--- src/rtl/gibs_pkg.sv ---
`timescale 1ns / 1ps
// ----------------------------------------------------------------------------
// gibs_pkg
// Shared constants and types for the greedy IoU box suppression unit.
// ----------------------------------------------------------------------------
package gibs_pkg;

	localparam int DIM_W   = 12;
	localparam int SCORE_W = 16;
	localparam int CLASS_W = 8;
	localparam int SCORE_LSB = CLASS_W;
	localparam int AREA_W  = 2 * DIM_W;
	localparam int THR_W   = 16;
	localparam int MDIM_W  = 13;
	localparam int CFG_W   = 16;
	localparam int CFG_IDX_W = 2;

	localparam logic [CFG_IDX_W-1:0] REG_IOU_THR  = 2'd0;
	localparam logic [CFG_IDX_W-1:0] REG_MODEL_W  = 2'd1;
	localparam logic [CFG_IDX_W-1:0] REG_MODEL_H  = 2'd2;

	localparam logic CMD_LOAD = 1'b0;
	localparam logic CMD_RUN  = 1'b1;

	// Per-cycle control broadcast to every cell of the chain.
	typedef struct packed {
		logic ins;
		logic pop;
		logic push;
		logic clr;
	} chain_ctl_t;

endpackage

--- src/rtl/gibs_iou.sv ---
`timescale 1ns / 1ps
// ----------------------------------------------------------------------------
// gibs_iou
// Four-stage overlap test of a streamed candidate against the current kept
// box: intersection, areas, union, threshold product, then compare.
// ----------------------------------------------------------------------------
module gibs_iou #(
	parameter int COORD_BITS = 12,
	parameter int CAND_W     = 80
) (
	input  logic                         clk,
	input  logic                         arst_n,
	input  logic [CAND_W-1:0]            ref_cand,
	input  logic [gibs_pkg::AREA_W-1:0]  ref_area,
	input  logic [gibs_pkg::THR_W-1:0]   thr,
	input  logic                         in_valid,
	input  logic [CAND_W-1:0]            in_cand,
	output logic                         res_valid,
	output logic [CAND_W-1:0]            res_cand,
	output logic                         suppress,
	output logic                         busy
);
	import gibs_pkg::*;

	typedef struct packed {
		logic signed [COORD_BITS-1:0] x;
		logic signed [COORD_BITS-1:0] y;
		logic [DIM_W-1:0]             w;
		logic [DIM_W-1:0]             h;
		logic [SCORE_W-1:0]           score;
		logic [CLASS_W-1:0]           cls;
	} cand_t;

	localparam int EW     = ((COORD_BITS > DIM_W) ? COORD_BITS : DIM_W) + 2;
	localparam int UNI_W  = AREA_W + 1;
	localparam int PROD_W = THR_W + UNI_W;

	cand_t a, b, c_s1;
	logic signed [EW-1:0] ax0, ay0, ax1, ay1, bx0, by0, bx1, by1;
	logic signed [EW-1:0] ix, iy;

	logic [CAND_W-1:0] cand_s1, cand_s2, cand_s3, cand_s4;
	logic              v_s1, v_s2, v_s3, v_s4;
	logic [DIM_W-1:0]  ix_s1, iy_s1;
	logic [AREA_W-1:0] inter_s2, areab_s2, inter_s3, inter_s4;
	logic [UNI_W-1:0]  uni_s3;
	logic [PROD_W-1:0] prod_s4;

	assign a    = cand_t'(ref_cand);
	assign b    = cand_t'(in_cand);
	assign c_s1 = cand_t'(cand_s1);

	always_comb begin
		ax0 = EW'(a.x);
		ay0 = EW'(a.y);
		bx0 = EW'(b.x);
		by0 = EW'(b.y);
		ax1 = ax0 + $signed({{(EW-DIM_W){1'b0}}, a.w});
		ay1 = ay0 + $signed({{(EW-DIM_W){1'b0}}, a.h});
		bx1 = bx0 + $signed({{(EW-DIM_W){1'b0}}, b.w});
		by1 = by0 + $signed({{(EW-DIM_W){1'b0}}, b.h});
		ix  = ((ax1 < bx1) ? ax1 : bx1) - ((ax0 > bx0) ? ax0 : bx0);
		iy  = ((ay1 < by1) ? ay1 : by1) - ((ay0 > by0) ? ay0 : by0);
	end

	always_ff @(posedge clk or negedge arst_n) begin
		if (!arst_n) begin
			v_s1 <= 1'b0;
			v_s2 <= 1'b0;
			v_s3 <= 1'b0;
			v_s4 <= 1'b0;
		end else begin
			v_s1 <= in_valid;
			v_s2 <= v_s1;
			v_s3 <= v_s2;
			v_s4 <= v_s3;
		end
	end

	// The overlap never exceeds the smaller side, so twelve bits hold it.
	always_ff @(posedge clk) begin
		cand_s1  <= in_cand;
		ix_s1    <= (ix < 0) ? '0 : ix[DIM_W-1:0];
		iy_s1    <= (iy < 0) ? '0 : iy[DIM_W-1:0];
		cand_s2  <= cand_s1;
		inter_s2 <= ix_s1 * iy_s1;
		areab_s2 <= c_s1.w * c_s1.h;
		cand_s3  <= cand_s2;
		inter_s3 <= inter_s2;
		uni_s3   <= UNI_W'(ref_area) + UNI_W'(areab_s2) - UNI_W'(inter_s2);
		cand_s4  <= cand_s3;
		inter_s4 <= inter_s3;
		prod_s4  <= thr * uni_s3;
	end

	assign res_valid = v_s4;
	assign res_cand  = cand_s4;
	assign suppress  = PROD_W'({inter_s4, 16'h0000}) > prod_s4;
	assign busy      = v_s1 | v_s2 | v_s3 | v_s4;

endmodule

--- config.mk ---
export PLATFORM = sky130hd
export DESIGN_NAME = gibs_iou
export DESIGN_NICKNAME = d
export VERILOG_FILES = /design/src/rtl/gibs_pkg.sv /design/src/rtl/gibs_iou.sv
export SDC_FILE = /design/constraint.sdc
export NUM_CORES = 2
export LEC_CHECK = 0
export BUFFER_PORTS_ARGS = -buffer_cell sky130_fd_sc_hd__buf_4
export CAP_MARGIN = 5
export CORE_ASPECT_RATIO = 1.1
export CORE_MARGIN = 1.5
export CORE_UTILIZATION = 62
export DETAILED_ROUTE_END_ITERATION = 10
export GPL_TIMING_DRIVEN = 0
export PLACE_DENSITY = 0.82
export SYNTH_ARGS = -nofsm -noshare
export SYNTH_HDL_FRONTEND = slang
export SYNTH_SLANG_ARGS = --single-unit
--- constraint.sdc ---
create_clock -name clk -period 8.7 [get_ports clk]
set_input_delay 1.305 -clock clk [delete_from_list [all_inputs] [get_ports clk]]
set_output_delay 1.305 -clock clk [all_outputs]
set_load 0.05 [all_outputs]
# After elaboration in Yosys (flattened, before gate mapping)
# Index checks and enable logic that the tools add are counted.
[word_totals] register_bits=510 latchBits=0 ram_bits=0 romBits=0 inputBits=203 out_inout_bits=83 word_cells=41 memories=0
[classes] addsub=8 mul=3 div_mod_pow=0 n_lt_le_gt_ge=7 n_eq_ne=0 shifts=0 n_mux=4 bitwise_logic=3 n_reduce_logical=0
[op_table] op="adder 12 x 13 -> 14 bit" n=4
[op_table] op="2-to-1 mux 14 bit" n=4
[op_table] op="multiplier 12 x 12 -> 24 bit" n=2
[op_table] op="> comparator 40 x 41 -> 1 bit" n=1
[op_table] op="multiplier 16 x 25 -> 41 bit" n=1
[op_table] op="less-than comparator 14 x 1 -> 1 bit, second input constant" n=2
[op_table] op="less-than comparator 14 bit" n=2
[op_table] op="subtractor 14 bit" n=2
[op_table] op="adder 24 x 24 -> 25 bit" n=1
[op_table] op="subtractor 25 x 24 -> 25 bit" n=1
[op_table] op="> comparator 12 bit" n=2
[op_table] op="OR 1 bit" n=3

# Depth between registers and ports, before layout
[depth] depth_word=5 mapped_depth=32

# Worst setup path after synthesis
# OpenSTA, ideal clock, no wires.
[synth_path] kind="input port to flip-flop" start="input thr[7] (netlist bit)" end="register prod_s4[37]" t_arrival_ns=7.189 required_time_ns=8.584 path_slack_ns=1.395 path_stages=24 path_cell_list="clkbuf_1 clkbuf_1 nand2_1 fa_1 inv_1 fa_1 inv_1 fa_1 inv_1 fa_1 fa_1 inv_1 fa_1 inv_1 ha_1 and4_1 a41o_1 a21oi_1 nor3_1 a211o_1 o21a_1 a21o_1 or4_1 and3_1"
[synth_via] elab_chain_len=1
[synth_lines] item="from (decl)" line="gibs_iou.sv:15" source="input logic [gibs_pkg::THR_W-1:0] thr,"
[synth_lines] item="multiplier 16 x 25 -> 41 bit" line="gibs_iou.sv:93" source="prod_s4 <= thr * uni_s3;"
[synth_lines] item="to (signal assigned)" line="gibs_iou.sv:93"
[synth_lines] item="to (decl)" line="gibs_iou.sv:47" source="logic [PROD_W-1:0] prod_s4;"
# No other way between the ends.
# A chain may end at the register's enable or synchronous reset.

# Worst setup path after layout
[layout_path] start="input thr[8] (netlist bit)" end="register prod_s4[40]"
# Same word-level chain as after synthesis.

==> out/qor.csv <==
metric;value;unit
total CTS buffers;47;
vias in the first global route;29990;
r2r worst-path depth;23;
Critical Path Sink Type;flip-flop;
CTS resizes;0;
diode count;0;
Synth top area share;27.81;%
Skew-Pair Late Insertion Delay;570;ps
fin. max-slew vios;0;
fillcell total;4727;
Avg Vias per Cell;5.380;
# IOs;286;
post-layout min period;8395;ps
RSZ-0062 raised after global routing;no;
RR Startpoint;uni_s3[13];
EDFF count, synth;0;
Buffers on Ports;250;
initial DRC count;1618;
Crit Path Max Fanout;10;
nets;5573;
max cap viols;0;
Post-Syn Area;39600;sq um
Hold Path End;cand_s3[54];
DR pass1 iterations;6;
Crit path arrival time;8880;ps
die width;244.0;um
antenna violations before repair;0;
Worst-path clk slew;70;ps
gate count of the mapped netlist;4107;
Synth async-reset ratio;0.7843;%
Setup WS post-layout;305.4;ps
Global Route Usage Sum;29.32;%
syn avg cell area;9.642;sq um
clock sink count;510;
Seq/Total Area, Yosys;25.83;%
drt wl/cell;17.56;um
area leader, netlist;fa_1;
top cells by area, synth;fa_1 28%, dfxtp_1 26%, ha_1 13%, inv_1 7.5%, nand2_1 4.9%;
Syn Nets;5274;
Seq cells post-synth;510;
area of the core;62820;sq um
hold depth;0;
endpoints failing setup;0;
Setup WS pre-CTS;-90.02;ps
die area;65390;sq um
Total Wirelength;92.67;mm
kind of critical path;input pin to flip-flop;
most frequent cells in the layout;795 x inv_1, 550 x fa_1, 517 x nand2_1;
f_max;119.1;MHz
outcome;completed;
Residual DRC;0;
root buffer cell;clkbuf_16;
largest net degree at the start of global routing;18;
part of the cycle the worst path needs;96.49;%
H-tree depth;2;
CTS max path bufs;3;
worst rel slew slack;39.03;%
critical path required time;9190;ps
initial core utilization;63.03;%
total congestion overflow;0;
vias;28380;
TritonCTS clock tree;done;
Primary FF master, synth;dfxtp_1;
commonest non-fill, non-tap cell in the layout;inv_1;
Post-CTS Hold Fix Bufs;0;
routability cong.;0.9852;
hold path start;cand_s2[54];
HP Class;flip-flop to flip-flop;
global-route wire length before repair;150.1;mm
Post-CTS Setup Inserts;0;
reg2reg end;prod_s4[40];
Post-Route Skew;17.42;ps
HPWL after DPL;76.68;mm
r2r setup slk;910;ps
final hold violations;0;
Yosys cell types;73;
Worst Max-Slew Pin Slew;891.5;ps
Worst setup SP type;input pin;
Std-Cell Rows;96;
Die Span Y;268.1;um
post-route ant nets;0;
yosys warns;0;
share of layout cells above drive strength 1;8.215;%
Area Overhead vs Synth;11.60;%
[final cells by class]
cell class | count | area [sq um] | share of cell area (%)
inverter | 795 | 2984 | 6.753
timing repair buffer | 250 | 1877 | 4.247
clock buffer | 59 | 1303 | 2.948
sequential | 510 | 10230 | 23.15
multi-input combinational | 2683 | 25930 | 58.68
clock inverter | 27 | 370.4 | 0.8381
tap | 833 | 1042 | 2.359
buffer | 119 | 455.4 | 1.031
[how the worst max path moves through the flow]
stage	startpoint	end	depth (start not counted)
after CTS	thr[8]	prod_s4[40]	24
after global placement	thr[8]	prod_s4[40]	22
final	thr[8]	prod_s4[40]	24
after floorplan	thr[7]	prod_s4[37]	24
after detailed placement	thr[8]	prod_s4[40]	24
after global routing	in_cand[36]	ix_s1[2]	31
[cells in the mapped netlist, drive strengths merged, types with 34 or more instances]
| library cell | number |
|---|---|
| a21o | 69 |
| a21oi | 139 |
| and2 | 265 |
| clkbuf | 113 |
| dfxtp | 506 |
| fa | 550 |
| ha | 414 |
| inv | 795 |
| nand2 | 517 |
| nor2 | 132 |
| nor2b | 34 |
| o21a | 34 |
| o21ai | 70 |
| xnor2 | 110 |
| xor2 | 41 |
[stage by stage]
stage / instance area (sq um) / hold WS, ps / instances / setup TNS [ps] / util, %
after floorplan: 39600 / 309.6 / 4107 / 0 / -
after global placement: 42520 / 309.6 / 5190 / -109.4 / 67.68
after detailed placement: 42520 / 312.1 / 5190 / -90.02 / 67.68
after CTS: 44190 / 315.0 / 5276 / 0 / 70.34
after global routing: 44190 / 325.4 / 5276 / 0 / 70.34
final: 44190 / 318.8 / 5276 / 0 / 70.34
[per-layer routing]
metal	vias to the layer above	global-route usage [%]	wire, um
met5	-	0	0
met4	0	16.10	5565
met3	302	3.865	6113
met2	1036	52.53	46210
met1	13710	34.07	34780
li1	13340	-	-
[state kept, by name (all words and copies together) (netlist names)]
register,count
cand_s1,80
cand_s2,80
cand_s3,80
res_cand,80
prod_s4,41
uni_s3,25
areab_s2,24
inter_s2,24
inter_s3,24
inter_s4,24
ix_s1,12
iy_s1,12
res_valid,1
v_s1,1
v_s2,1
v_s3,1
[critical path, stage by stage]
cell,delay [ps]
clkbuf_1,550
clkbuf_1,650
nand2_1,160
fa_1,540
inv_1,50
fa_1,380
inv_1,80
fa_1,400
inv_1,90
fa_1,430
fa_1,520
inv_1,60
fa_1,480
inv_1,40
ha_1,390
and3_1,250
nand3_1,180
or3b_1,540
a2111oi_0,820
o31a_1,300
or2_2,160
a31oi_1,140
o21ai_1,200
xnor2_1,150
[logic make-up (layout without fill, tap and decap cells)]
family / after synthesis / in the layout / synth area share (%)
xor gates and xnor gates: 151 / 151 / 3.340
and+or+nand+nor: 1094 / 1094 / 13.10
AOI/OAI and AO/OA: 440 / 440 / 7.261
muxes: 34 / 34 / 0.8911
DFF: 510 / 510 / 25.83
buffers and inverters: 914 / 1250 / 8.686
adders and majority gates: 964 / 964 / 40.89
Power is left out: the tool's default activity adds up to more than one toggle a clock period on the data nets, which glitch-free logic cannot reach.
