==> config.mk <==
export PLATFORM = sky130hd
export DESIGN_NAME = gibs_cell
export DESIGN_NICKNAME = d
export VERILOG_FILES = /design/src/rtl/gibs_pkg.sv /design/src/rtl/gibs_cell.sv
export SDC_FILE = /design/constraint.sdc
export NUM_CORES = 1
export LEC_CHECK = 0
export ABC_AREA = 1
export ABC_CLOCK_PERIOD_IN_PS = 4150
export BUFFER_PORTS_ARGS = -buffer_cell sky130_fd_sc_hd__buf_4
export CAP_MARGIN = 25
export CORE_AREA = 5 5 133 135
export CTS_CLUSTER_DIAMETER = 100
export DETAILED_ROUTE_END_ITERATION = 6
export DIE_AREA = 0 0 138 140
export PLACE_DENSITY = 0.66
export RECOVER_POWER = 50
export SLEW_MARGIN = 20
export SYNTH_ARGS = -nofsm -noshare
export SYNTH_HDL_FRONTEND = slang
export SYNTH_SLANG_ARGS = --single-unit
==> constraint.sdc <==
create_clock -name clk -period 4.15 [get_ports clk]
set_clock_uncertainty 0.15 [all_clocks]
set_input_delay 1.0375 -clock clk [delete_from_list [all_inputs] [get_ports clk]]
set_output_delay 1.0375 -clock clk [all_outputs]
set_load 0.005 [all_outputs]
==> src/rtl/gibs_pkg.sv <==
`timescale 1ns / 1ps
// ----------------------------------------------------------------------------
// gibs_pkg
// Shared constants and types for the greedy IoU box suppression unit.
// ----------------------------------------------------------------------------
package gibs_pkg;

	localparam int DIM_W   = 12;
	localparam int SCORE_W = 16;
	localparam int CLASS_W = 8;
	localparam int SCORE_LSB = CLASS_W;
	localparam int AREA_W  = 2 * DIM_W;
	localparam int THR_W   = 16;
	localparam int MDIM_W  = 13;
	localparam int CFG_W   = 16;
	localparam int CFG_IDX_W = 2;

	localparam logic [CFG_IDX_W-1:0] REG_IOU_THR  = 2'd0;
	localparam logic [CFG_IDX_W-1:0] REG_MODEL_W  = 2'd1;
	localparam logic [CFG_IDX_W-1:0] REG_MODEL_H  = 2'd2;

	localparam logic CMD_LOAD = 1'b0;
	localparam logic CMD_RUN  = 1'b1;

	// Per-cycle control broadcast to every cell of the chain.
	typedef struct packed {
		logic ins;
		logic pop;
		logic push;
		logic clr;
	} chain_ctl_t;

endpackage

==> src/rtl/gibs_cell.sv <==
`timescale 1ns / 1ps
// ----------------------------------------------------------------------------
// gibs_cell
// One slot of the candidate chain: sorted insertion, shift toward the head on
// a pop, and a tail write for boxes that survive a suppression pass.
// ----------------------------------------------------------------------------
module gibs_cell #(
	parameter int CAND_W = 80,
	parameter int IDX_W  = 8,
	parameter int INDEX  = 0
) (
	input  logic                        clk,
	input  logic                        arst_n,
	input  gibs_pkg::chain_ctl_t        ctl,
	input  logic [IDX_W-1:0]            wr_pos,
	input  logic [gibs_pkg::SCORE_W-1:0] new_score,
	input  logic [CAND_W-1:0]           new_cand,
	input  logic [CAND_W-1:0]           left_cand,
	input  logic                        left_valid,
	input  logic                        left_gt,
	input  logic [CAND_W-1:0]           right_cand,
	input  logic                        right_valid,
	output logic [CAND_W-1:0]           cand,
	output logic                        valid,
	output logic                        gt
);
	import gibs_pkg::*;

	logic [CAND_W-1:0] cand_q;
	logic              valid_q;
	logic              wr_here;

	// Equal scores stay ahead of a new box, which keeps load order on ties.
	assign gt      = valid_q && (cand_q[SCORE_LSB +: SCORE_W] >= new_score);
	assign wr_here = ctl.push && (wr_pos == IDX_W'(INDEX));

	always_ff @(posedge clk or negedge arst_n) begin
		if (!arst_n) begin
			valid_q <= 1'b0;
		end else if (ctl.clr) begin
			valid_q <= 1'b0;
		end else if (ctl.ins) begin
			if (!gt) begin
				valid_q <= left_gt ? 1'b1 : left_valid;
			end
		end else if (wr_here) begin
			valid_q <= 1'b1;
		end else if (ctl.pop) begin
			valid_q <= right_valid;
		end
	end

	always_ff @(posedge clk) begin
		if (ctl.ins) begin
			if (!gt) begin
				cand_q <= left_gt ? new_cand : left_cand;
			end
		end else if (wr_here) begin
			cand_q <= new_cand;
		end else if (ctl.pop) begin
			cand_q <= right_cand;
		end
	end

	assign cand  = cand_q;
	assign valid = valid_q;

endmodule

-- After elaboration in Yosys (flattened, before gate mapping)
Index checks and enable logic that the tools add are counted.
- bits in registers: 81
- latch bits: 0
- RAM bits: 0
- bits in read-only memories: 0
- input bits: 273
- output and inout bits: 82
- word-level logic and storage cells: 23
- memories: 0
- add/subtract/negate cells: 0
- multiply operators: 0
- divide/modulo/power cells: 0
- order comparisons: 1
- eq/ne operators: 2
- shift-type cells: 0
- muxes and demuxes: 11
- bitwise operators: 0
- reductions and logical operators: 7
- operators by type and width (kind ; number):
    two-way mux 80 bit ; 5
    greater-or-equal comparator 16 bit ; 1
    logical NOT 8 bit ; 1
    two-way mux 1 bit ; 6
    AND reduction 2 bit ; 2
    nonzero test 4 bit ; 1
    inequality test 3 bit (second input constant) ; 1
    nonzero test 3 bit ; 1
    logical AND 1 bit ; 2
    inequality test 2 bit (second input constant) ; 1

-- Logic depth before layout (Yosys ltp)
- depth after elaboration: 5
- depth in mapped cells: 15

-- Worst setup path before layout
No wires, ideal clock.
- kind: input to register
- start point: in new_score[3] (netlist bit)
- end point: reg cand_q[0], in the netlist cand[0], enable pin
- setup time: 0.434 ns
- data arrival time: 3.463 ns
- data required time: 3.566 ns
- path slack: 0.103 ns
- cell stages on the path: 13
- path through: inv_1 ha_1 nand2_1 nor2_1 nor2_1 nand2_1 nand2_1 nand2_1 nand2_1 nand2_1 nand2_1 o21ai_1 inv_1
- cells in the longest elaborated chain, start to end: 4
- RTL lines (what ; RTL line ; source):
    from (decl) ; gibs_cell.sv:16 ; input logic [gibs_pkg::SCORE_W-1:0] new_score,
    greater-or-equal comparator 16 bit ; gibs_cell.sv:34 ; assign gt = valid_q && (cand_q[SCORE_LSB +: SCORE_W] >= new_score);
    logical AND 1 bit ; gibs_cell.sv:34 ;
    inequality test 2 bit (no source line) ; -- ;
    AND reduction 2 bit (no source line) ; -- ;
    to (signal assigned) ; gibs_cell.sv:56 ; cand_q <= left_gt ? new_cand : left_cand;
    to (signal assigned) ; gibs_cell.sv:59 ; cand_q <= new_cand;
    to (signal assigned) ; gibs_cell.sv:61 ; cand_q <= right_cand;
    to (decl) ; gibs_cell.sv:29 ; logic [CAND_W-1:0] cand_q;
No other way between the ends.
A chain may end at the register's enable or synchronous reset.

-- Worst setup path after layout
- start point: in ctl[1] (netlist bit)
- end point: reg valid_q, in the netlist valid
- cells in the longest elaborated chain, start to end: 4
- RTL lines (what ; RTL line ; source):
    from (decl) ; gibs_cell.sv:14 ; input gibs_pkg::chain_ctl_t ctl,
    logical AND 1 bit * ; gibs_cell.sv:35 ; assign wr_here = ctl.push && (wr_pos == IDX_W'(INDEX));
    two-way mux 1 bit ; gibs_cell.sv:46 ; end else if (wr_here) begin
    two-way mux 1 bit ; gibs_cell.sv:42 ; end else if (ctl.ins) begin
    two-way mux 1 bit ; gibs_cell.sv:40 ; end else if (ctl.clr) begin
    to (signal assigned) ; gibs_cell.sv:44 ; valid_q <= left_gt ? 1'b1 : left_valid;
    to (signal assigned) ; gibs_cell.sv:49 ; valid_q <= right_valid;
    to (decl) ; gibs_cell.sv:30 ; logic valid_q;
Mark *: on every way between the ends. The rest lies on a longest branch, timed or not.

==> flow_summary.rst <==
.. list-table::
   :header-rows: 1

   * - Metric
     - Value
   * - Input/output buffers
     - 354
   * - Initial antenna violation count
     - 0
   * - Instance area at placement
     - about 0.0082 sq mm
   * - Met3 Use GR
     - 0.0712
   * - Slew Viols, Final
     - roughly 190
   * - Diodes inserted
     - 0
   * - Crit path buffers/inverters
     - 3
   * - Overall power after layout
     - 2.51 mW
   * - Starting density of the core
     - 0.333
   * - Floorplan Core Area
     - 0.0163 sq mm
   * - Top cell by count, worst path
     - nand3_1
   * - Dpl ws
     - 0.697 ns
   * - Std cell rows
     - 47
   * - Post-CTS repair timing setup buffer count
     - 0
   * - Tcrit/Tclk final
     - 0.847
   * - Violated checks
     - capacitance limit, slew limit
   * - Power per cell area
     - around 300 mW/mm^2
   * - Delay of the slowest cell on the worst path
     - 1.42 ns
   * - Post-Synthesis Mean Instance Area
     - 7.70 sq um
   * - Highest-delay cell along the critical path
     - clkbuf_2
   * - Quantity of hold-fixing buffers added after cts
     - 0
   * - Via/cell ratio
     - 4.87
   * - Maximum fanout along the worst path
     - 112
   * - Vias in the first global route
     - 5,895
   * - Reg power frac
     - 0.418
   * - Largest net degree at the start of global routing
     - between 100 and 150
   * - Arr. time, crit path
     - 3.59 ns
   * - Number of top-level pins
     - 355
   * - Combined area of all synthesized cells
     - 0.00545 sq mm
   * - Largest area contributor in the netlist
     - edfxtp_1
   * - Switching share of power
     - 0.256
   * - Number of flip-flops and latches in the synthesized netlist
     - roughly 80
   * - Delay-heaviest family, CP
     - buffers and inverters
   * - Chip Width
     - 138 um
   * - Launching element type of the critical path
     - input pin
   * - Drt initial violations
     - 328
   * - Clock tree from TritonCTS
     - built
   * - Number of distinct library cell variants in the gate-level netlist after synthesis
     - 24
   * - Fraction of registers with async set or reset after synthesis
     - 0.0123
   * - Endpoints failing hold
     - 0
   * - Final HPWL from detailed placement
     - 16,100 um
   * - Number of optimization iterations in the first detailed-route pass
     - 6
   * - Average wire per standard cell
     - 16.6 um
   * - Ranking of synthesized cells by area
     - edfxtp_1, a21oi_1, inv_1
   * - Synthesis warning total
     - 0
   * - Relative max-transition margin
     - -0.313
   * - Resize count post-CTS
     - 0
   * - Min-delay worst type
     - in -> async
   * - Number of antenna-violating nets in the routed design
     - 0
   * - Comb pwr share
     - 0.245
   * - Total grt overflow
     - 0
   * - Net count after synthesis
     - 996
   * - Area of the die
     - between 0.015 and 0.02 sq mm
   * - Final setup margin
     - 0.634 ns
   * - Cell area after layout
     - 0.00836 sq mm
   * - Total negative slack for setup checks
     - 0 ns
   * - Unrepaired setup endpoints after global routing
     - no
   * - Peak supply drop
     - 0.188 mV
   * - Count of flip-flops with a built-in enable after synthesis
     - 80
   * - Inserted Clock Buffers
     - 9
   * - GR Util All Layers
     - 0.204
   * - Weighted congestion reported at the end of routability-driven placement
     - roughly 0.87
   * - Layout Area Growth over Synthesis
     - 53.5%
   * - Portion of total power attributed to the clock network
     - 0.337
   * - Critical Path RT
     - 4.22 ns
   * - Met2 layer usage reported by global route
     - 0.356
   * - Count of endpoints failing setup in the final report
     - 0
   * - Fraction of layout cells with a size suffix above 1
     - 0.326
   * - Crit path cell chain
     - clkbuf_4 -> nor3b_2 -> nand4_4 -> clkbuf_2 -> nand3b_1 -> nand3_1 -> clkinv_1 -> nand3_1 -> nand2_1
   * - Clock transition at path regs
     - ~0.060 ns
   * - CP endpoint kind
     - flop
   * - Post-detailed-routing wire length
     - 20,900 um
   * - Clk Latency, worst-skew pair
     - around 0.34 ns
   * - Max frequency
     - roughly 0.28 GHz
   * - H-tree lvl count
     - 3
   * - Max Cap Viol
     - 2
   * - Sequential cell area fraction in the yosys report
     - 0.446
   * - P_sw
     - 0.642 mW
   * - Vert. Die Dim
     - 140 um
   * - Static leakage
     - 3.98 nW
   * - Minimum clock period after layout
     - 3.52 ns
   * - Share of the synthesized area in the top cell type
     - 0.441
   * - Wire length of the first global-routing pass
     - about 31,000 um
   * - Final Instance Count excl. Fillers
     - 1,255
   * - Clock root buffer master
     - clkbuf_16
   * - Worst Tran Pin Value
     - 1.97 ns
   * - Clock sink count
     - 81
   * - Run status
     - complete, but fails checks
   * - Cell count after synthesis
     - 707
   * - P_int
     - 1.86 mW
   * - Residual DRC
     - 0
   * - Instance count after placement with tap cells included
     - 1,239
   * - Worst setup path category
     - in -> reg
   * - Maximum root-to-sink buffer count
     - 2
   * - Met1 Use GR
     - 0.233
   * - Via total after detailed routing
     - 6,110
   * - Layer with the highest usage
     - met2
   * - Synth Flop Type
     - edfxtp_1
   * - Nets
     - 1,319
==> area by class of cell <==
cell class | count | area [sq um]
Clock buffer | 14 | 284
Clock inverter | 2 | 35.0
Sequential cell | 81 | 2430
Inverter | 107 | 405
Tap cell | 220 | 275
Multi-Input combinational cell | 467 | 2360
Fill cell | 1657 | 7990
Timing Repair Buffer | 364 | 2570
==> worst paths after layout <==
kind	start	endpoint	slack (ns)	depth (start not counted)
min reg2reg	valid$_DFFE_PN0P_	valid$_DFFE_PN0P_	0.44	2
min	arst_n	valid$_DFFE_PN0P_	0.33	1
max in group asynchronous	arst_n	valid$_DFFE_PN0P_	3.44	1
min in group clk	valid$_DFFE_PN0P_	valid$_DFFE_PN0P_	0.44	2
max	ctl[1]	valid$_DFFE_PN0P_	0.63	9
max reg2reg	cand[10]$_DFFE_PP_	cand[50]$_DFFE_PP_	1.64	13
==> synth_stat cells (2+ instances only) <==
library cell  instances
o21ai_0              57
inv_1               105
nand2_1             101
clkbuf_1             33
o21ai_1              26
clkbuf_2              6
buf_6                 8
ha_1                 16
edfxtp_1             80
a21oi_1             246
nand3b_1              2
nor2_1                8
buf_2                 4
nand4_1               2
nand3_1               4
==> flip-flops by register name, indices dropped and copies added, names as in the netlist <==
signal	flops
cand	80
valid	1
==> routing by layer <==
metal	up-vias	wire, um	part of all wire
met5	-	0	0
met4	0	531	0.025
met3	33	1980	0.095
met2	264	10300	0.50
met1	2752	8030	0.38
li1	3061	-	-
==> layout by cell type (no fill, tap or decap) <==
cell | synthesis | final
clkbuf_2 | 6 | 2
nor3b_2 | 1 | 1
inv_1 | 105 | 103
edfxtp_1 | 80 | 80
nand4_4 | 0 | 1
inv_4 | 0 | 1
ha_1 | 16 | 16
a21oi_1 | 246 | 246
nand3_1 | 4 | 4
nor3_1 | 1 | 1
nand3b_1 | 2 | 2
buf_4 | 0 | 275
o21ai_0 | 57 | 69
clkbuf_8 | 0 | 4
nor2_1 | 8 | 8
inv_2 | 1 | 1
clkinv_2 | 0 | 2
bufinv_16 | 0 | 1
o21ai_1 | 26 | 14
buf_12 | 0 | 2
clkinv_1 | 1 | 1
dfrtp_1 | 1 | 1
clkbuf_4 | 0 | 37
a21oi_2 | 1 | 1
nand4_1 | 2 | 2
nand2_1 | 101 | 101
clkbuf_1 | 33 | 49
clkbuf_16 | 0 | 9
o21a_1 | 1 | 1
==> cell families after synthesis <==
family,synth area share
and+or+nand+nor,0.0894
DFF,0.446
adders and majority gates,0.0368
buffers and inverters,0.123
AOI/OAI and AO/OA,0.305
==> power groups by stage <==
| stage | logic [mW] | clock network, mW | registers [mW] |
|---|---|---|---|
| final | 0.614 | 0.845 | 1.05 |
| after global routing | 0.686 | 0.897 | 1.05 |
| after CTS | 0.666 | 0.866 | 1.05 |
| after detailed placement | 0.664 | 0 | 1.07 |
| after global placement | 0.655 | 0 | 1.06 |
| after floorplan | 0.228 | 0 | 1.07 |
==> stage by stage <==
stage               hold slack, ns   util
CTS                          0.292  0.523
global placement             0.419  0.504
floorplan                    0.354      -
detailed placement           0.437  0.504
global route                 0.309  0.511
finish                       0.330  0.511
No activity file was read; power rests on OpenSTA's default activity.
